[config.mk]
export PLATFORM = sky130hd
export DESIGN_NAME = btpf_ctrl
export DESIGN_NICKNAME = d
export VERILOG_FILES = /design/src/rtl/core/btpf_pkg.sv /design/src/rtl/core/btpf_ctrl.sv
export SDC_FILE = /design/constraint.sdc
export NUM_CORES = 1
export LEC_CHECK = 0
export BUFFER_PORTS_ARGS = -buffer_cell sky130_fd_sc_hd__buf_2
export CORE_AREA = 2 2 39 41
export DETAILED_ROUTE_END_ITERATION = 12
export DIE_AREA = 0 0 41 43
export PLACE_DENSITY = 0.46
export SLEW_MARGIN = 20
export SYNTH_ARGS = -nofsm -noshare
export SYNTH_HDL_FRONTEND = slang
export SYNTH_SLANG_ARGS = --single-unit
[constraint.sdc]
create_clock -name clk -period 0.9 [get_ports clk]
set_input_delay 0.09 -clock clk [delete_from_list [all_inputs] [get_ports clk]]
set_output_delay 0.09 -clock clk [all_outputs]
set_load 0.02 [all_outputs]
[src/rtl/core/btpf_pkg.sv]
// Package for the binary trie prefix filter: beat types, status and request codes,
// controller/datapath command and status structs. No dependencies.
`timescale 1ns / 1ps

package btpf_pkg;

  localparam int ADDR_BITS     = 32;
  localparam int MAX_NODES_DEF = 16384;
  localparam int LEN_W         = 6;
  localparam int STATUS_W      = 2;
  localparam int LVL_W         = $clog2(ADDR_BITS + 1);

  localparam logic REQ_INSERT = 1'b0;
  localparam logic REQ_LOOKUP = 1'b1;

  localparam logic [STATUS_W-1:0] ST_INSERTED = 2'd0;
  localparam logic [STATUS_W-1:0] ST_HIT      = 2'd1;
  localparam logic [STATUS_W-1:0] ST_MISS     = 2'd2;
  localparam logic [STATUS_W-1:0] ST_FULL     = 2'd3;

  typedef struct packed {
    logic                 req_type;
    logic [ADDR_BITS-1:0] address;
    logic [LEN_W-1:0]     prefix_len;
  } in_beat_t;

  typedef struct packed {
    logic [STATUS_W-1:0] status;
    logic [LEN_W-1:0]    match_len;
  } out_beat_t;

  // Commands from the controller to the datapath.
  typedef struct packed {
    logic                load;
    logic                step;
    logic                alloc;
    logic                mark;
    logic                clear;
    logic                finish;
    logic [STATUS_W-1:0] fin_status;
    logic                fin_hit;
  } cmd_t;

  // Status from the datapath to the controller.
  typedef struct packed {
    logic lookup;
    logic at_end;
    logic hit;
    logic child_nz;
    logic full;
    logic fresh;
    logic is_root;
    logic out_free;
  } sts_t;

endpackage

[src/rtl/core/btpf_ctrl.sv]
// Walk controller for the binary trie prefix filter.
// Depends on btpf_pkg for the command and status structs and codes.
`timescale 1ns / 1ps

module btpf_ctrl (
  input  logic          clk,
  input  logic          rst_n,
  input  logic          in_valid,
  output logic          busy,
  input  btpf_pkg::sts_t sts,
  output btpf_pkg::cmd_t cmd
);

  localparam logic S_IDLE = 1'b0;
  localparam logic S_WALK = 1'b1;

  logic state_r, state_nxt;

  always_comb begin
    cmd       = '0;
    state_nxt = state_r;
    unique case (state_r)
      S_IDLE: begin
        if (in_valid) begin
          cmd.load  = 1'b1;
          state_nxt = S_WALK;
        end
      end
      S_WALK: begin
        if (sts.lookup) begin
          if (sts.hit) begin
            cmd.finish     = 1'b1;
            cmd.fin_status = btpf_pkg::ST_HIT;
            cmd.fin_hit    = 1'b1;
          end else if (sts.at_end || !sts.child_nz) begin
            cmd.finish     = 1'b1;
            cmd.fin_status = btpf_pkg::ST_MISS;
          end else begin
            cmd.step = 1'b1;
          end
        end else begin
          if (sts.at_end) begin
            cmd.finish     = 1'b1;
            cmd.fin_status = btpf_pkg::ST_INSERTED;
            cmd.mark       = !sts.is_root;
          end else if (sts.child_nz) begin
            cmd.step = 1'b1;
          end else if (sts.full) begin
            cmd.finish     = 1'b1;
            cmd.fin_status = btpf_pkg::ST_FULL;
            cmd.clear      = sts.fresh;
          end else begin
            cmd.alloc = 1'b1;
          end
        end
        // A finishing step, with its final write, waits until the result register is free.
        if (cmd.finish) begin
          if (sts.out_free) begin
            state_nxt = S_IDLE;
          end else begin
            cmd = '0;
          end
        end
      end
      default: begin
        state_nxt = S_IDLE;
      end
    endcase
  end

  always_ff @(posedge clk) begin
    if (!rst_n) begin
      state_r <= S_IDLE;
    end else begin
      state_r <= state_nxt;
    end
  end

  assign busy = (state_r == S_WALK);

endmodule

==> metrics <==
# port buffers 20; Mapped Nets 35; clock power share 0%; clk slew on worst S/H paths 0 ns; largest net degree at the start of global routing 7; antenna violations before repair 0; # diodes 0; failing checks setup timing; final worst slack -0.156 ns; Max rail drop VDD 0.203 mV; critical path arrival 0.97 ns; RSZ-0062 raised after global routing true; Largest stage delay, worst path between 0.3 and 0.4 ns; sequential-to-total area share from yosys stat 12.0%; Highest Clock Rate 0.947 GHz; initial core utilization between 10% and 20%; GPL Wtd Cong 0.711; core area 0.00138 mm2; P&R area growth vs syn 245%; mean routed wirelength per cell 10.8 um; critical-path cell list buf_8 > nor2b_4 > a221o_1 > and3b_1 > buf_6; part of the cycle the worst path needs 117%; WHS approximately 0.34 ns; Gate Count Post-Synth 24; HPWL after detailed placement 608 um; slowest cell on the critical path a221o_1; Critical Path RT 0.81 ns; WP buf/inv 2; main area contributors after synthesis dfxtp_1, nor2b_1, nor3_1, a221o_1, nor4bb_1; synth unique cells 17; final WL 781 um; gr usage total 9.20%; NetSw 0.112 mW; Top Family by Delay on Critical Path compound AO/OA/AOI/OAI gates; Routed Antenna Nets 0; Nets 69; crit path kind in2out; sw frac 37.8%; Cell Rows 14; layout cell share with drive strength beyond 1 83.9%; first-pass GRT wire length 1230 um; IO Count 21; vias in the first global route around 320; Final min period 1.06 ns; Gate power share 81.1%; Worst Clk Skew 0 ns; DIE AREA 0.00176 mm2; CP startpoint kind input port; Final setup viols 5; Worst Tran Pin Value 0.190 ns; Seq cells post-synth 1; Vias 319; Pins Over Slew Limit 0; pwr/cell area approximately 500 mW/mm2; Worst slew margin 87.2%; worst hold path type in2reg; Max-Cap Viols 0; total global routing overflow 0; count of final hold-check violations 0; worst-path fanout max 6; Largest register FFs 1; Critical Path Sink Type output pin; Ys Warns 0; Place WS -0.201 ns; TritonRoute pass-1 iters 4; DR vias/cell 4.43; Die H 43 um; area leader, netlist dfxtp_1; top cell type's share of synthesized area roughly 12%; Iter 0 DRT Violations 1; outcome complete, but fails checks; Die Span X 41 um; Pint 0.184 mW; Syn Area/Cell 6.93 um2; cell area after synthesis 166 um2; P_leak 0.277 nW; Seq pwr share 18.9%; Residual DRC 0; worst-skew pair later-pin latency 0 ns
[placed cells by master, fill, tap and decap left out, types with 2 or more instances in the layout]
| cell | n |
|---|---|
| o21ai_0 | 2 |
| buf_8 | 2 |
| buf_4 | 15 |
| buf_2 | 6 |
| nor3_2 | 3 |
| buf_6 | 9 |
| nor2_1 | 2 |
| nor2b_4 | 2 |
[cell usage after synthesis, drive strengths merged]
cell / instances
nand2: 3
nor2b: 3
nor3: 3
nor2: 2
o21ai: 2
a211o: 1
a211oi: 1
a221o: 1
and3: 1
and3b: 1
and4: 1
dfxtp: 1
nand2b: 1
nor4: 1
nor4b: 1
nor4bb: 1
[final timing paths]
path | start | to | cells after the start | slack [ns]
max | sts[7] | cmd[1] | 5 | -0.16
min | rst_n | busy | 3 | 0.34
max reg2reg | busy | busy | 3 | 0.06
min reg2reg | busy | busy | 3 | 0.61
[stage by stage]
stage / area, um2 / TNS [ns] / cells / total power [mW] / util, %
after floorplan: 224 / -0.322 / 24 / 0.130 / -
after global placement: 427 / -0.820 / 71 / 0.230 / 30.8
after detailed placement: 427 / -0.882 / 71 / 0.232 / 30.8
after CTS: 529 / -0.470 / 72 / 0.277 / 38.2
after global routing: 574 / -0.636 / 72 / 0.317 / 41.5
final: 574 / -0.395 / 72 / 0.296 / 41.5
[worst reg2reg max path: cells and delay by family (launching register included)]
family,cells,cell delay [ns]
AO/OA/AOI/OAI,1,0.16
buffers and inverters,1,0.15
flip-flops,1,0.34
AND/OR/NAND/NOR,1,0.06
[per-layer routing]
metal / track usage (%) / routed length [um] / vias up
met5: 0 / 0 / -
met4: 0 / 0 / 0
met3: 0 / 63 / 0
met2: 17.2 / 417 / 17
met1: 11.7 / 300 / 142
li1: - / - / 160
[area by class of cell]
type                       instances  area, um2
fill                             145        810
multi-input combinational         23        256
sequential                         1       23.8
tap                               16       20.0
timing repair buffer              32        274
[what timing repair did]
action / in CTS / in global routing
hold buffers: 0 / 0
gates resized for setup: 26 / 11
cloned: 0 / 0
pin swaps: 5 / 4
buffers inserted: 1 / 0
endpoints found under the setup margin: 7 / 8
[logic make-up (layout without fill, tap and decap cells)]
group,count (synthesis),count (layout),synth area share [%]
simple gates,18,18,66.2
compound gates,5,5,21.8
flops,1,1,12.0
buf+inv,0,32,0
[power groups by stage]
| stage | Clock (mW) | Combinational, mW | Sequential (mW) |
|---|---|---|---|
| floorplan | 0 | 0.0704 | 0.0598 |
| global placement | 0 | 0.176 | 0.0543 |
| detailed placement | 0 | 0.177 | 0.0543 |
| CTS | 0 | 0.220 | 0.0565 |
| global route | 0 | 0.260 | 0.0567 |
| finish | 0 | 0.240 | 0.0560 |
No activity file was read; power rests on OpenSTA's default activity.
